`src/design/ccfs_pkg.sv`:
```
// Shared constants, types, color table and control structs for the color fade sequencer.
`default_nettype none

package ccfs_pkg;

    localparam int CHANNELS    = 4;
    localparam int COLOR_COUNT = 11;

    localparam int CH_W       = 2;
    localparam int COLOR_W    = 4;
    localparam int BRIGHT_W   = 8;
    localparam int FADE_W     = 16;
    localparam int TICKS_W    = 16;
    localparam int PWM_W      = 8;
    localparam int CFG_IDX_W  = 3;
    localparam int CFG_DATA_W = 16;
    localparam int STEP_W     = 9;
    localparam int TIME_W     = 32;
    localparam int CD_W       = 32;
    localparam int DIV_W      = 40;
    localparam int DVSR_W     = 9;

    localparam logic [COLOR_W-1:0] COLOR_RESET = 4'd10;
    localparam logic [COLOR_W-1:0] PREV_RESET  = 4'd9;
    localparam logic [COLOR_W-1:0] COLOR_LAST  = 4'd10;

    localparam logic [FADE_W-1:0]   FADE_RESET  = 16'd10;
    localparam logic [TICKS_W-1:0]  TICKS_RESET = 16'd100;
    localparam logic [PWM_W-1:0]    PWM_RESET   = 8'd8;
    localparam logic [BRIGHT_W-1:0] MAXB_RESET  = 8'd255;

    // Configuration register indexes.
    typedef enum logic [CFG_IDX_W-1:0] {
        CFG_FADE_TIME = 3'd0,
        CFG_TICKS     = 3'd1,
        CFG_PWM       = 3'd2,
        CFG_MAX_0     = 3'd3,
        CFG_MAX_1     = 3'd4,
        CFG_MAX_2     = 3'd5,
        CFG_MAX_3     = 3'd6
    } t_cfg_idx;

    typedef logic [BRIGHT_W-1:0] t_bright;

    // RGBW color table, one row per color.
    localparam t_bright COLOR_TABLE [COLOR_COUNT][CHANNELS] = '{
        '{8'd128, 8'd0,   8'd0,  8'd0  },
        '{8'd95,  8'd255, 8'd0,  8'd0  },
        '{8'd0,   8'd255, 8'd0,  8'd0  },
        '{8'd0,   8'd255, 8'd0,  8'd180},
        '{8'd0,   8'd255, 8'd52, 8'd0  },
        '{8'd40,  8'd0,   8'd52, 8'd0  },
        '{8'd0,   8'd0,   8'd52, 8'd0  },
        '{8'd0,   8'd0,   8'd52, 8'd110},
        '{8'd0,   8'd123, 8'd52, 8'd0  },
        '{8'd0,   8'd0,   8'd0,  8'd255},
        '{8'd120, 8'd0,   8'd0,  8'd180}
    };

    // Table lookup; an out-of-range color reads as color zero.
    function automatic t_bright color_entry(input logic [COLOR_W-1:0] color,
                                            input logic [CH_W-1:0] ch);
        t_bright v;
        if (color < COLOR_W'(COLOR_COUNT)) begin
            v = COLOR_TABLE[color][ch];
        end else begin
            v = COLOR_TABLE[0][ch];
        end
        return v;
    endfunction

    // Commands from the controller to the datapath.
    typedef struct packed {
        logic in_ready;
        logic clear_active;
        logic advance;
        logic scan;
        logic ch_next;
        logic load_cd;
        logic store_cd;
        logic load_time;
        logic store_time;
        logic emit;
    } t_ctrl_cmd;

    // Status from the datapath to the controller.
    typedef struct packed {
        logic in_valid;
        logic in_kind;
        logic active;
        logic off_target;
        logic cd_zero;
        logic last_ch;
        logic span_zero;
        logic div_done;
        logic out_free;
    } t_dp_status;

endpackage

`default_nettype wire

```
`src/design/ccfs_if.sv`:
```
// Valid/ready channel interfaces for tick beats in and dim command beats out.
`default_nettype none

interface ccfs_in_if;
    logic       valid;
    logic       ready;
    logic       kind;
    logic [7:0] brightness_0;
    logic [7:0] brightness_1;
    logic [7:0] brightness_2;
    logic [7:0] brightness_3;
    logic [7:0] master_brightness;

    modport source (
        output valid, kind, brightness_0, brightness_1, brightness_2, brightness_3,
               master_brightness,
        input  ready
    );
    modport sink (
        input  valid, kind, brightness_0, brightness_1, brightness_2, brightness_3,
               master_brightness,
        output ready
    );
endinterface

interface ccfs_out_if;
    logic        valid;
    logic        ready;
    logic [1:0]  channel;
    logic [8:0]  step_count;
    logic        direction;
    logic [31:0] step_time;
    logic [3:0]  color_index;

    modport source (
        output valid, channel, step_count, direction, step_time, color_index,
        input  ready
    );
    modport sink (
        input  valid, channel, step_count, direction, step_time, color_index,
        output ready
    );
endinterface

`default_nettype wire

```
`src/design/ccfs_divider.sv`:
```
// Restoring divider, two quotient bits per cycle, shared by both reload divisions.
`default_nettype none

module ccfs_divider (
    input  wire logic                       i_clk,
    input  wire logic                       i_rst_n,
    input  wire logic                       i_start,
    input  wire logic [ccfs_pkg::DIV_W-1:0]  i_dividend,
    input  wire logic [ccfs_pkg::DVSR_W-1:0] i_divisor,
    output logic                            o_done,
    output logic [ccfs_pkg::DIV_W-1:0]       o_quotient
);
    import ccfs_pkg::*;

    localparam int ITER  = DIV_W / 2;
    localparam int CNT_W = $clog2(ITER);

    logic [DIV_W-1:0]  r_q;
    logic [DVSR_W-1:0] r_rem;
    logic [DVSR_W-1:0] r_dvsr;
    logic [CNT_W-1:0]  r_cnt;
    logic              r_busy;
    logic              r_done;

    logic [DVSR_W:0]   s1;
    logic [DVSR_W:0]   s2;

    // One restoring step: returns the quotient bit over the new remainder.
    function automatic logic [DVSR_W:0] div_step(input logic [DVSR_W-1:0] rem,
                                                 input logic              nbit,
                                                 input logic [DVSR_W-1:0] dvsr);
        logic [DVSR_W:0] t;
        logic [DVSR_W:0] d;
        logic [DVSR_W:0] r;
        t = {rem, nbit};
        d = {1'b0, dvsr};
        if (t >= d) begin
            r = t - d;
            return {1'b1, r[DVSR_W-1:0]};
        end else begin
            return {1'b0, t[DVSR_W-1:0]};
        end
    endfunction

    // Two dependent steps per cycle, taking the dividend from its top end.
    always_comb begin
        s1 = div_step(r_rem, r_q[DIV_W-1], r_dvsr);
        s2 = div_step(s1[DVSR_W-1:0], r_q[DIV_W-2], r_dvsr);
    end

    // Quotient bits shift in from the bottom as dividend bits leave the top.
    always_ff @(posedge i_clk) begin
        if (!i_rst_n) begin
            r_busy <= 1'b0;
            r_done <= 1'b0;
            r_cnt  <= '0;
        end else if (i_start) begin
            r_busy <= 1'b1;
            r_done <= 1'b0;
            r_cnt  <= '0;
        end else if (r_busy) begin
            r_cnt <= r_cnt + 1'b1;
            if (r_cnt == CNT_W'(ITER - 1)) begin
                r_busy <= 1'b0;
                r_done <= 1'b1;
            end
        end else begin
            r_done <= 1'b0;
        end
    end

    always_ff @(posedge i_clk) begin
        if (i_start) begin
            r_q    <= i_dividend;
            r_rem  <= '0;
            r_dvsr <= i_divisor;
        end else if (r_busy) begin
            r_q   <= {r_q[DIV_W-3:0], s1[DVSR_W], s2[DVSR_W]};
            r_rem <= s2[DVSR_W-1:0];
        end
    end

    assign o_done     = r_done;
    assign o_quotient = r_q;

endmodule

`default_nettype wire

```
`src/design/ccfs_datapath.sv`:
```
// Datapath: configuration, countdowns, color state, target and span math, output register.
`default_nettype none

module ccfs_datapath (
    input  wire logic                            i_clk,
    input  wire logic                            i_rst_n,
    ccfs_in_if.sink                              i_in,
    ccfs_out_if.source                           o_out,
    input  wire logic                            i_cfg_we,
    input  wire logic [ccfs_pkg::CFG_IDX_W-1:0]  i_cfg_index,
    input  wire logic [ccfs_pkg::CFG_DATA_W-1:0] i_cfg_data,
    input  wire ccfs_pkg::t_ctrl_cmd             i_cmd,
    output ccfs_pkg::t_dp_status                 o_status
);
    import ccfs_pkg::*;

    // Configuration registers.
    logic [FADE_W-1:0]  r_fade;
    logic [TICKS_W-1:0] r_ticks;
    logic [PWM_W-1:0]   r_pwm;
    t_bright            r_maxb [CHANNELS];

    // Sequencer state.
    logic [CD_W-1:0]    r_cd [CHANNELS];
    logic [COLOR_W-1:0] r_cur;
    logic [COLOR_W-1:0] r_prev;
    logic               r_active;

    // Captured tick and per-channel working registers.
    t_bright            r_b [CHANNELS];
    t_bright            r_master;
    logic [CH_W-1:0]    r_ch;
    t_bright            r_span;
    logic [STEP_W-1:0]  r_steps;
    logic               r_darken;
    logic [TIME_W-1:0]  r_time;

    // Output register.
    logic               r_out_valid;
    logic [CH_W-1:0]    r_o_channel;
    logic [STEP_W-1:0]  r_o_steps;
    logic               r_o_dir;
    logic [TIME_W-1:0]  r_o_time;
    logic [COLOR_W-1:0] r_o_color;

    logic               in_fire;
    logic               out_fire;
    t_bright            cur_raw;
    t_bright            prev_raw;
    t_bright            cur_entry;
    t_bright            prev_entry;
    t_bright            diff;
    logic [2*BRIGHT_W-1:0] target_prod;
    logic [2*BRIGHT_W-1:0] span_prod;
    t_bright            target;
    t_bright            b_now;
    logic               darken;
    logic [STEP_W-1:0]  steps;
    logic [CD_W-1:0]    cd_now;
    logic [CD_W-1:0]    ft_prod;
    logic [DIV_W-1:0]   ct_prod;
    logic               div_start;
    logic [DIV_W-1:0]   div_dividend;
    logic [DVSR_W-1:0]  div_divisor;
    logic               div_done;
    logic [DIV_W-1:0]   div_q;

    assign in_fire  = i_in.valid & i_in.ready;
    assign out_fire = o_out.valid & o_out.ready;

    // Target and span of the channel being scanned, from clamped table entries.
    always_comb begin
        cur_raw     = color_entry(r_cur, r_ch);
        prev_raw    = color_entry(r_prev, r_ch);
        cur_entry   = (cur_raw > r_maxb[r_ch]) ? r_maxb[r_ch] : cur_raw;
        prev_entry  = (prev_raw > r_maxb[r_ch]) ? r_maxb[r_ch] : prev_raw;
        diff        = (cur_entry > prev_entry) ? cur_entry - prev_entry
                                               : prev_entry - cur_entry;
        target_prod = r_master * cur_entry;
        span_prod   = r_master * diff;
        target      = target_prod[2*BRIGHT_W-1:BRIGHT_W];
        b_now       = r_b[r_ch];
        darken      = target < b_now;
        steps       = darken ? {b_now, 1'b0} - STEP_W'(1) : {b_now, 1'b0} + STEP_W'(1);
        cd_now      = r_cd[r_ch];
    end

    // Products that feed the divider.
    assign ft_prod = r_fade * r_ticks;
    assign ct_prod = cd_now * r_pwm;

    // Divider operand selection.
    always_comb begin
        div_start    = (i_cmd.load_cd & (r_span != '0)) | i_cmd.load_time;
        div_dividend = i_cmd.load_time ? ct_prod : DIV_W'(ft_prod);
        div_divisor  = i_cmd.load_time ? r_steps : DVSR_W'(r_span);
    end

    ccfs_divider u_div (
        .i_clk      (i_clk),
        .i_rst_n    (i_rst_n),
        .i_start    (div_start),
        .i_dividend (div_dividend),
        .i_divisor  (div_divisor),
        .o_done     (div_done),
        .o_quotient (div_q)
    );

    // Configuration writes.
    always_ff @(posedge i_clk) begin
        if (!i_rst_n) begin
            r_fade  <= FADE_RESET;
            r_ticks <= TICKS_RESET;
            r_pwm   <= PWM_RESET;
            for (int i = 0; i < CHANNELS; i++) begin
                r_maxb[i] <= MAXB_RESET;
            end
        end else if (i_cfg_we) begin
            unique case (i_cfg_index)
                CFG_FADE_TIME: r_fade     <= i_cfg_data[FADE_W-1:0];
                CFG_TICKS:     r_ticks    <= i_cfg_data[TICKS_W-1:0];
                CFG_PWM:       r_pwm      <= i_cfg_data[PWM_W-1:0];
                CFG_MAX_0:     r_maxb[0]  <= i_cfg_data[BRIGHT_W-1:0];
                CFG_MAX_1:     r_maxb[1]  <= i_cfg_data[BRIGHT_W-1:0];
                CFG_MAX_2:     r_maxb[2]  <= i_cfg_data[BRIGHT_W-1:0];
                CFG_MAX_3:     r_maxb[3]  <= i_cfg_data[BRIGHT_W-1:0];
                default: ;
            endcase
        end
    end

    // Color position, active flag and countdowns.
    always_ff @(posedge i_clk) begin
        if (!i_rst_n) begin
            r_cur    <= COLOR_RESET;
            r_prev   <= PREV_RESET;
            r_active <= 1'b0;
            for (int i = 0; i < CHANNELS; i++) begin
                r_cd[i] <= '0;
            end
        end else begin
            if (i_cmd.clear_active && in_fire) begin
                r_active <= 1'b0;
            end
            if (i_cmd.advance) begin
                r_active <= 1'b1;
                r_prev   <= r_cur;
                r_cur    <= (r_cur >= COLOR_LAST) ? '0 : r_cur + 1'b1;
            end
            if (i_cmd.scan && (cd_now != '0)) begin
                r_cd[r_ch] <= cd_now - 1'b1;
            end
            if (i_cmd.load_cd && (r_span == '0)) begin
                r_cd[r_ch] <= CD_W'(1);
            end
            if (i_cmd.store_cd) begin
                r_cd[r_ch] <= div_q[CD_W-1:0];
            end
        end
    end

    // Tick capture and channel scan position.
    always_ff @(posedge i_clk) begin
        if (in_fire) begin
            r_b[0]   <= i_in.brightness_0;
            r_b[1]   <= i_in.brightness_1;
            r_b[2]   <= i_in.brightness_2;
            r_b[3]   <= i_in.brightness_3;
            r_master <= i_in.master_brightness;
            r_ch     <= '0;
        end else if (i_cmd.ch_next) begin
            r_ch <= r_ch + 1'b1;
        end
        if (i_cmd.scan) begin
            r_span   <= span_prod[2*BRIGHT_W-1:BRIGHT_W];
            r_steps  <= steps;
            r_darken <= darken;
        end
        if (i_cmd.store_time) begin
            r_time <= (div_q[DIV_W-1:TIME_W] != '0) ? '1 : div_q[TIME_W-1:0];
        end
    end

    // Output register, so a finished command can wait while the next tick runs.
    always_ff @(posedge i_clk) begin
        if (!i_rst_n) begin
            r_out_valid <= 1'b0;
        end else if (i_cmd.emit) begin
            r_out_valid <= 1'b1;
        end else if (out_fire) begin
            r_out_valid <= 1'b0;
        end
    end

    always_ff @(posedge i_clk) begin
        if (i_cmd.emit) begin
            r_o_channel <= r_ch;
            r_o_steps   <= r_steps;
            r_o_dir     <= r_darken;
            r_o_time    <= r_time;
            r_o_color   <= r_cur;
        end
    end

    assign i_in.ready        = i_cmd.in_ready;
    assign o_out.valid       = r_out_valid;
    assign o_out.channel     = r_o_channel;
    assign o_out.step_count  = r_o_steps;
    assign o_out.direction   = r_o_dir;
    assign o_out.step_time   = r_o_time;
    assign o_out.color_index = r_o_color;

    // Status toward the controller.
    always_comb begin
        o_status.in_valid   = i_in.valid;
        o_status.in_kind    = i_in.kind;
        o_status.active     = r_active;
        o_status.off_target = target != b_now;
        o_status.cd_zero    = cd_now == '0;
        o_status.last_ch    = r_ch == CH_W'(CHANNELS - 1);
        o_status.span_zero  = r_span == '0;
        o_status.div_done   = div_done;
        o_status.out_free   = !r_out_valid || o_out.ready;
    end

endmodule

`default_nettype wire

```
`src/design/ccfs_controller.sv`:
```
// Controller state machine: channel scan, the two reload divisions and command emission.
`default_nettype none

module ccfs_controller (
    input  wire logic                 i_clk,
    input  wire logic                 i_rst_n,
    input  wire ccfs_pkg::t_dp_status i_status,
    output ccfs_pkg::t_ctrl_cmd       o_cmd
);
    import ccfs_pkg::*;

    typedef enum logic [6:0] {
        ST_IDLE      = 7'b0000001,
        ST_SCAN      = 7'b0000010,
        ST_LOAD_CD   = 7'b0000100,
        ST_DIV_CD    = 7'b0001000,
        ST_LOAD_TIME = 7'b0010000,
        ST_DIV_TIME  = 7'b0100000,
        ST_EMIT      = 7'b1000000
    } t_state;

    t_state r_state;
    t_state n_state;

    always_ff @(posedge i_clk) begin
        if (!i_rst_n) begin
            r_state <= ST_IDLE;
        end else begin
            r_state <= n_state;
        end
    end

    // Next state and command decode.
    always_comb begin
        n_state = r_state;
        o_cmd   = '0;
        unique case (r_state)
            ST_IDLE: begin
                o_cmd.in_ready = 1'b1;
                if (i_status.in_valid) begin
                    if (i_status.in_kind) begin
                        o_cmd.clear_active = 1'b1;
                    end else if (!i_status.active) begin
                        o_cmd.advance = 1'b1;
                    end else begin
                        n_state = ST_SCAN;
                    end
                end
            end
            ST_SCAN: begin
                o_cmd.scan = 1'b1;
                if (i_status.off_target) begin
                    // The first channel off target ends the scan.
                    n_state = i_status.cd_zero ? ST_LOAD_CD : ST_IDLE;
                end else if (i_status.last_ch) begin
                    o_cmd.advance = 1'b1;
                    n_state       = ST_IDLE;
                end else begin
                    o_cmd.ch_next = 1'b1;
                end
            end
            ST_LOAD_CD: begin
                o_cmd.load_cd = 1'b1;
                n_state       = i_status.span_zero ? ST_LOAD_TIME : ST_DIV_CD;
            end
            ST_DIV_CD: begin
                if (i_status.div_done) begin
                    o_cmd.store_cd = 1'b1;
                    n_state        = ST_LOAD_TIME;
                end
            end
            ST_LOAD_TIME: begin
                o_cmd.load_time = 1'b1;
                n_state         = ST_DIV_TIME;
            end
            ST_DIV_TIME: begin
                if (i_status.div_done) begin
                    o_cmd.store_time = 1'b1;
                    n_state          = ST_EMIT;
                end
            end
            ST_EMIT: begin
                if (i_status.out_free) begin
                    o_cmd.emit = 1'b1;
                    n_state    = ST_IDLE;
                end
            end
            default: begin
                n_state = ST_IDLE;
            end
        endcase
    end

endmodule

`default_nettype wire

```
`src/design/color_cycle_fade_sequencer.sv`:
```
// Top level of the RGBW color cycle fade sequencer.
//
//  Channel     Dir  Beat contents
//  i_in        in   kind, brightness_0..3, master_brightness
//  o_out       out  channel, step_count, direction, step_time, color_index
//  i_cfg_*     in   write enable, register index, write data (no read-back)
//
// A restart beat or a tick while inactive is handled in the idle state alone. An active
// tick scans one channel per cycle; a reload then runs both divisions (only the time
// division with a zero span) on the shared divider at two quotient bits a cycle, and
// waits for the divider's done flag before storing each result.
// Reset is synchronous, active low. A dim command waits in the output register; the
// next tick is taken meanwhile, and a new command stalls only in the emit state.
`default_nettype none

module color_cycle_fade_sequencer (
    input  wire logic                            i_clk,
    input  wire logic                            i_rst_n,
    ccfs_in_if.sink                              i_in,
    ccfs_out_if.source                           o_out,
    input  wire logic                            i_cfg_we,
    input  wire logic [ccfs_pkg::CFG_IDX_W-1:0]  i_cfg_index,
    input  wire logic [ccfs_pkg::CFG_DATA_W-1:0] i_cfg_data
);
    import ccfs_pkg::*;

    t_ctrl_cmd  cmd;
    t_dp_status status;

    ccfs_controller u_ctrl (
        .i_clk    (i_clk),
        .i_rst_n  (i_rst_n),
        .i_status (status),
        .o_cmd    (cmd)
    );

    ccfs_datapath u_dp (
        .i_clk       (i_clk),
        .i_rst_n     (i_rst_n),
        .i_in        (i_in),
        .o_out       (o_out),
        .i_cfg_we    (i_cfg_we),
        .i_cfg_index (i_cfg_index),
        .i_cfg_data  (i_cfg_data),
        .i_cmd       (cmd),
        .o_status    (status)
    );

endmodule

`default_nettype wire

```
`src/flat_wrapper.sv`:
```
// flat-port wrapper written by rule: the top's interface ports become plain ports
module color_cycle_fade_sequencer_flat import ccfs_pkg::*;
  (i_clk, i_rst_n, i_cfg_we, i_cfg_index, i_cfg_data, i_in_valid, i_in_kind, i_in_brightness_0, i_in_brightness_1, i_in_brightness_2, i_in_brightness_3, i_in_master_brightness, i_in_ready, o_out_valid, o_out_channel, o_out_step_count, o_out_direction, o_out_step_time, o_out_color_index, o_out_ready);
  ccfs_in_if i_in_i ();
  ccfs_out_if o_out_i ();
  input  wire logic i_clk;
  input  wire logic i_rst_n;
  input  wire logic i_cfg_we;
  input  wire logic [ccfs_pkg::CFG_IDX_W-1:0] i_cfg_index;
  input  wire logic [ccfs_pkg::CFG_DATA_W-1:0] i_cfg_data;
  input wire logic [$bits(i_in_i.valid)-1:0] i_in_valid;
  input wire logic [$bits(i_in_i.kind)-1:0] i_in_kind;
  input wire logic [$bits(i_in_i.brightness_0)-1:0] i_in_brightness_0;
  input wire logic [$bits(i_in_i.brightness_1)-1:0] i_in_brightness_1;
  input wire logic [$bits(i_in_i.brightness_2)-1:0] i_in_brightness_2;
  input wire logic [$bits(i_in_i.brightness_3)-1:0] i_in_brightness_3;
  input wire logic [$bits(i_in_i.master_brightness)-1:0] i_in_master_brightness;
  output wire logic [$bits(i_in_i.ready)-1:0] i_in_ready;
  output wire logic [$bits(o_out_i.valid)-1:0] o_out_valid;
  output wire logic [$bits(o_out_i.channel)-1:0] o_out_channel;
  output wire logic [$bits(o_out_i.step_count)-1:0] o_out_step_count;
  output wire logic [$bits(o_out_i.direction)-1:0] o_out_direction;
  output wire logic [$bits(o_out_i.step_time)-1:0] o_out_step_time;
  output wire logic [$bits(o_out_i.color_index)-1:0] o_out_color_index;
  input wire logic [$bits(o_out_i.ready)-1:0] o_out_ready;
  assign i_in_i.valid = i_in_valid;
  assign i_in_i.kind = i_in_kind;
  assign i_in_i.brightness_0 = i_in_brightness_0;
  assign i_in_i.brightness_1 = i_in_brightness_1;
  assign i_in_i.brightness_2 = i_in_brightness_2;
  assign i_in_i.brightness_3 = i_in_brightness_3;
  assign i_in_i.master_brightness = i_in_master_brightness;
  assign i_in_ready = i_in_i.ready;
  assign o_out_valid = o_out_i.valid;
  assign o_out_channel = o_out_i.channel;
  assign o_out_step_count = o_out_i.step_count;
  assign o_out_direction = o_out_i.direction;
  assign o_out_step_time = o_out_i.step_time;
  assign o_out_color_index = o_out_i.color_index;
  assign o_out_i.ready = o_out_ready;
  color_cycle_fade_sequencer u_core (.i_clk(i_clk), .i_rst_n(i_rst_n), .i_in(i_in_i), .o_out(o_out_i), .i_cfg_we(i_cfg_we), .i_cfg_index(i_cfg_index), .i_cfg_data(i_cfg_data));
endmodule
```
`config.mk`:
```
export PLATFORM = sky130hd
export DESIGN_NAME = color_cycle_fade_sequencer_flat
export DESIGN_NICKNAME = d
export VERILOG_FILES = /design/src/design/ccfs_pkg.sv /design/src/design/ccfs_if.sv /design/src/design/ccfs_divider.sv /design/src/design/ccfs_datapath.sv /design/src/design/ccfs_controller.sv /design/src/design/color_cycle_fade_sequencer.sv /design/src/flat_wrapper.sv
export SDC_FILE = /design/constraint.sdc
export NUM_CORES = 2
export LEC_CHECK = 0
export BUFFER_PORTS_ARGS = -buffer_cell sky130_fd_sc_hd__buf_2
export CORE_ASPECT_RATIO = 1.5
export CORE_MARGIN = 2
export CORE_UTILIZATION = 45
export CTS_BUF_LIST = sky130_fd_sc_hd__clkbuf_16
export DETAILED_ROUTE_END_ITERATION = 16
export PLACE_DENSITY = 0.71
export SLEW_MARGIN = 5
export SYNTH_ARGS = -nofsm -noshare
export SYNTH_HDL_FRONTEND = slang
export SYNTH_SLANG_ARGS = --single-unit
```
`constraint.sdc`:
```
create_clock -name i_clk -period 10.1 [get_ports i_clk]
set_clock_uncertainty 0.15 [all_clocks]
set_input_delay 0 -clock i_clk [delete_from_list [all_inputs] [get_ports i_clk]]
set_output_delay 0 -clock i_clk [all_outputs]
set_load 0.005 [all_outputs]
```
==> run_results.csv <==
group,metric,value,unit
routing,dr_total_vias,29489,
floorplanning,fp.dieW,248,um
setup_path,critical_path.max_stage_delay,0.54,ns
grt,global_route.usage.total,22.8,%
logic_synthesis,synth_seq_cells,422,
clocking,cts.sink_count,422,
layout,n_fill_cell,7859,
floorplanning,die-area,91600,sq um
layout,commonest_non_fill_non_tap_cells_in_the_layout,"571 x sky130_fd_sc_hd__nand2_1, 536 x sky130_fd_sc_hd__inv_1, 448 x sky130_fd_sc_hd__fa_1, 345 x sky130_fd_sc_hd__edfxtp_1, 299 x sky130_fd_sc_hd__ha_1",
floorplanning,io_pins,115,
layout,post-route-cell-area,44300,sq um
timing,max_slew_margin,19.8,%
routing,routed_wire_length,102000,um
logic_synthesis,synth-xor-area-share,2.95,%
setup_path,timing_worst_setup_path_type,"reg -> reg",
grt,grt_start_max_net_pins,46,
logic_synthesis,synth_seq_area_share,29.7,%
grt,globalRoute.totalOverflow,0,
power,static-leakage-power,18.2,nW
floorplanning,core_region_area,88700,sq um
timing,setup_violations,0,
layout,final_core_utilization,50.0,%
logic_synthesis,async_flop_share,0,%
grt,grt_first_pass_wirelength,164000,um
logic_synthesis,synth_top_family_by_area,"adder cells",
clocking,postCtsSetupRepairBufs,0,
timing,tightestPinTransition,1.19,ns
timing,setup_repair_after_global_routing_missed_its_margin,"true",
run,cap_violations,0,
clocking,numCtsBuffers,44,
logic_synthesis,fraction_of_the_mapped_netlist_area_in_compound_gates,7.99,%
timing,maxClockFrequency,0.105,GHz
setup_path,r2r_setup_slack,0.61,ns
logic_synthesis,netlist_area,40100,sq um
place,hpwl,76100,um
layout,synthToLayoutAreaGrowth,10.5,%
logic_synthesis,synth_cells,4028,
grt,number_of_antenna_violations_at_the_first_check_in_global_routing,2,
clocking,cts_tree,"done",
routing,drt_pre_antenna_iters,5,
setup_path,worst_ep_arrival_time,9.68,ns
setup_path,cpMaxStageDelayCell,"sky130_fd_sc_hd__fa_1",
timing,post-route-worst-setup-slack,0.610,ns
clocking,clk_pin_slew,0.07,ns
routing,routedWlPerCell,19.0,um
routing,route.antenna.remaining_nets,0,
logic_synthesis,post_synth_and_or_nand_nor_area_fraction,16.8,%
timing,timing_hold_violations_final,0,
logic_synthesis,postSynthAreaPerCell,9.96,sq um
routing,detail_route.iter0.violations,2091,
routing,route.detailed.vias_per_inst,5.51,
place,portbufs,113,
routing,drt_drc_violations_left,0,
setup_path,crit_path_max_fanout,8,
place,gp_routability_congestion,0.862,
place,dp_worst_setup_slack,0.256,ns
timing,layout_min_cycle_time,9.49,ns
layout,layout_commonest_cell,"sky130_fd_sc_hd__nand2_1",
power,total_power,9.41,mW
floorplanning,start_util,45.2,%
setup_path,worst_path_most_repeated_cell,"sky130_fd_sc_hd__fa_1",
setup_path,worstSetupStartpointType,"flip-flop",
grt,vias_in_the_first_global_route,31422,
logic_synthesis,synth_edf_count,345,
setup_path,timing.critical_path.required,10.29,ns
power,powerDensity,212,nW/um^2
setup_path,crit_path_end_kind,"flip-flop",
clocking,clk_latency,0.60,ns
power,vdd_drop_max,0.492,mV
status,status,"finished, final reports clean",
floorplanning,placement_rows,134,
timing,timing_max_transition_violations_final,0,
logic_synthesis,synth_fp_nets,4840,
logic_synthesis,synth_fa_ha_area_share,31.7,%
hold_path,hold_class,"in -> reg",
clocking,maximum_buffer_depth_of_the_clock_tree,3,
logic_synthesis,synth_ff_type,"sky130_fd_sc_hd__edfxtp_1",
layout,nets,4972,
floorplanning,die_h,370,um
logic_synthesis,synthDistinctLibCells,79,
timing,finalSetupTns,0,ns
place,placed_cell_area,41800,sq um
logic_synthesis,ys_warn_count,0,
logic_synthesis,synthMuxAreaShare,3.67,%
timing,fin_crit_sh,94.0,%
clocking,htreeDepth,2,
clocking,ctsRootBufferMaster,"sky130_fd_sc_hd__clkbuf_16",
layout,drive_gt1_share,9.47,%
-- what timing repair did --
action                                  CTS  global route
resized for setup                         0            14
hold buffers                            111             0
endpoints found under the setup margin    0            11
endpoints found under the hold margin   143             0
-- cell families (layout without fill, tap and decap cells) --
logic type,count (synthesis),after routing
and+or+nand+nor,1398,1398
adders and majority gates,747,747
buffers and inverters,741,906
AOI/OAI and AO/OA,497,497
DFF,422,422
xor gates and xnor gates,135,135
muxes,87,87
other,1,2
-- final timing paths --
kind / startpoint / to / cells past startpoint
max: u_core.u_dp.r_cur[1] / u_core.u_dp.r_span[7] / 41
min: i_cfg_data[9] / u_core.u_dp.r_fade[9] / 4
max reg2reg: u_core.u_dp.r_cur[1] / u_core.u_dp.r_span[7] / 41
min reg2reg: u_core.u_dp.r_time[22] / u_core.u_dp.o_out.step_time[22] / 0
-- cell type report --
cell class	instances	area (sq um)	share of cell area, %
clock inverters	35	267	0.601
well taps	1156	1450	3.26
multi-input cells	2865	25400	57.3
flip-flops and latches	422	11900	26.9
repair buffers	293	2190	4.95
clock buffers	44	1100	2.48
diodes	1	2.50	0.00564
inverters	534	2000	4.52
-- metal layers --
| layer | GRT usage [%] | routed length [um] | part of all wire, % | up-vias |
|---|---|---|---|---|
| met2 | 42.1 | 53300 | 52 | 1011 |
| li1 | - | - | - | 13459 |
| met1 | 26.3 | 38200 | 38 | 14738 |
| met3 | 2.54 | 5770 | 5.7 | 279 |
| met4 | 9.90 | 4510 | 4.4 | 2 |
| met5 | 0 | 13 | 0.013 | - |
-- critical path: cells and delay by family, from the launching register on --
| kind | cells | cell delay, ns |
|---|---|---|
| buffers and inverters | 5 | 0.70 |
| XOR/XNOR | 2 | 0.29 |
| AO/OA/AOI/OAI | 12 | 2.48 |
| AND/OR/NAND/NOR | 12 | 1.76 |
| adder cells (fa/ha/maj) | 9 | 3.40 |
| multiplexers | 1 | 0.08 |
| flip-flops | 1 | 0.37 |
-- where the power goes --
part	total [mW]	switching [mW]	leakage [nW]	internal, mW
clock	1.57	0.715	0.676	0.854
sequential	2.23	0.0790	3.75	2.15
combinational	5.61	3.04	13.8	2.57
total	9.41	3.83	18.2	5.58
-- state kept, by name, indices dropped and copies added (netlist names), 16 cells and up, named ones only --
| signal | flops |
|---|---|
| u_core.u_dp.r_b | 32 |
| u_core.u_dp.o_out.step_time | 32 |
| u_core.u_dp.r_cd | 128 |
| u_core.u_dp.r_ticks | 16 |
| u_core.u_dp.r_maxb | 32 |
| u_core.u_dp.u_div.o_quotient | 40 |
| u_core.u_dp.r_time | 32 |
| u_core.u_dp.r_fade | 16 |
-- stage by stage --
step / hold slack (ns) / cells
floorplan: -0.0511 / 4028
global placement: 0.0267 / 5159
detailed placement: 0.0281 / 5159
CTS: 0.0538 / 5349
global route: 0.0931 / 5350
finish: 0.0780 / 5350
-- Yosys cell counts, types with 11 or more instances --
cell type | number | area (sq um)
sky130_fd_sc_hd__nor2b_1 | 69 | 432
sky130_fd_sc_hd__dfxtp_1 | 77 | 1540
sky130_fd_sc_hd__nand4_1 | 18 | 113
sky130_fd_sc_hd__nand2_1 | 571 | 2140
sky130_fd_sc_hd__ha_1 | 299 | 3740
sky130_fd_sc_hd__buf_6 | 11 | 124
sky130_fd_sc_hd__inv_1 | 532 | 2000
sky130_fd_sc_hd__or3_1 | 29 | 181
sky130_fd_sc_hd__o211ai_1 | 14 | 105
sky130_fd_sc_hd__mux2i_1 | 29 | 290
sky130_fd_sc_hd__o31ai_1 | 17 | 128
sky130_fd_sc_hd__a21o_1 | 43 | 323
sky130_fd_sc_hd__and3_1 | 16 | 100
sky130_fd_sc_hd__clkbuf_1 | 173 | 649
sky130_fd_sc_hd__nor3_1 | 31 | 155
sky130_fd_sc_hd__o21ai_0 | 89 | 445
sky130_fd_sc_hd__fa_1 | 448 | 8970
sky130_fd_sc_hd__a21boi_0 | 41 | 308
sky130_fd_sc_hd__or2_2 | 51 | 319
sky130_fd_sc_hd__a211oi_1 | 21 | 158
sky130_fd_sc_hd__o21a_1 | 12 | 90.1
sky130_fd_sc_hd__mux2_2 | 11 | 124
sky130_fd_sc_hd__a21oi_1 | 133 | 666
sky130_fd_sc_hd__nand2b_1 | 37 | 231
sky130_fd_sc_hd__edfxtp_1 | 345 | 10400
sky130_fd_sc_hd__a22oi_1 | 30 | 225
sky130_fd_sc_hd__o22ai_1 | 16 | 100
sky130_fd_sc_hd__a31oi_1 | 28 | 175
sky130_fd_sc_hd__xnor2_1 | 76 | 666
sky130_fd_sc_hd__mux4_2 | 47 | 1060
sky130_fd_sc_hd__nor2_1 | 242 | 908
sky130_fd_sc_hd__xor2_1 | 59 | 517
sky130_fd_sc_hd__nand3_1 | 33 | 165
sky130_fd_sc_hd__and2_1 | 251 | 1570
Note: power is estimated with default switching activity, not from simulation.
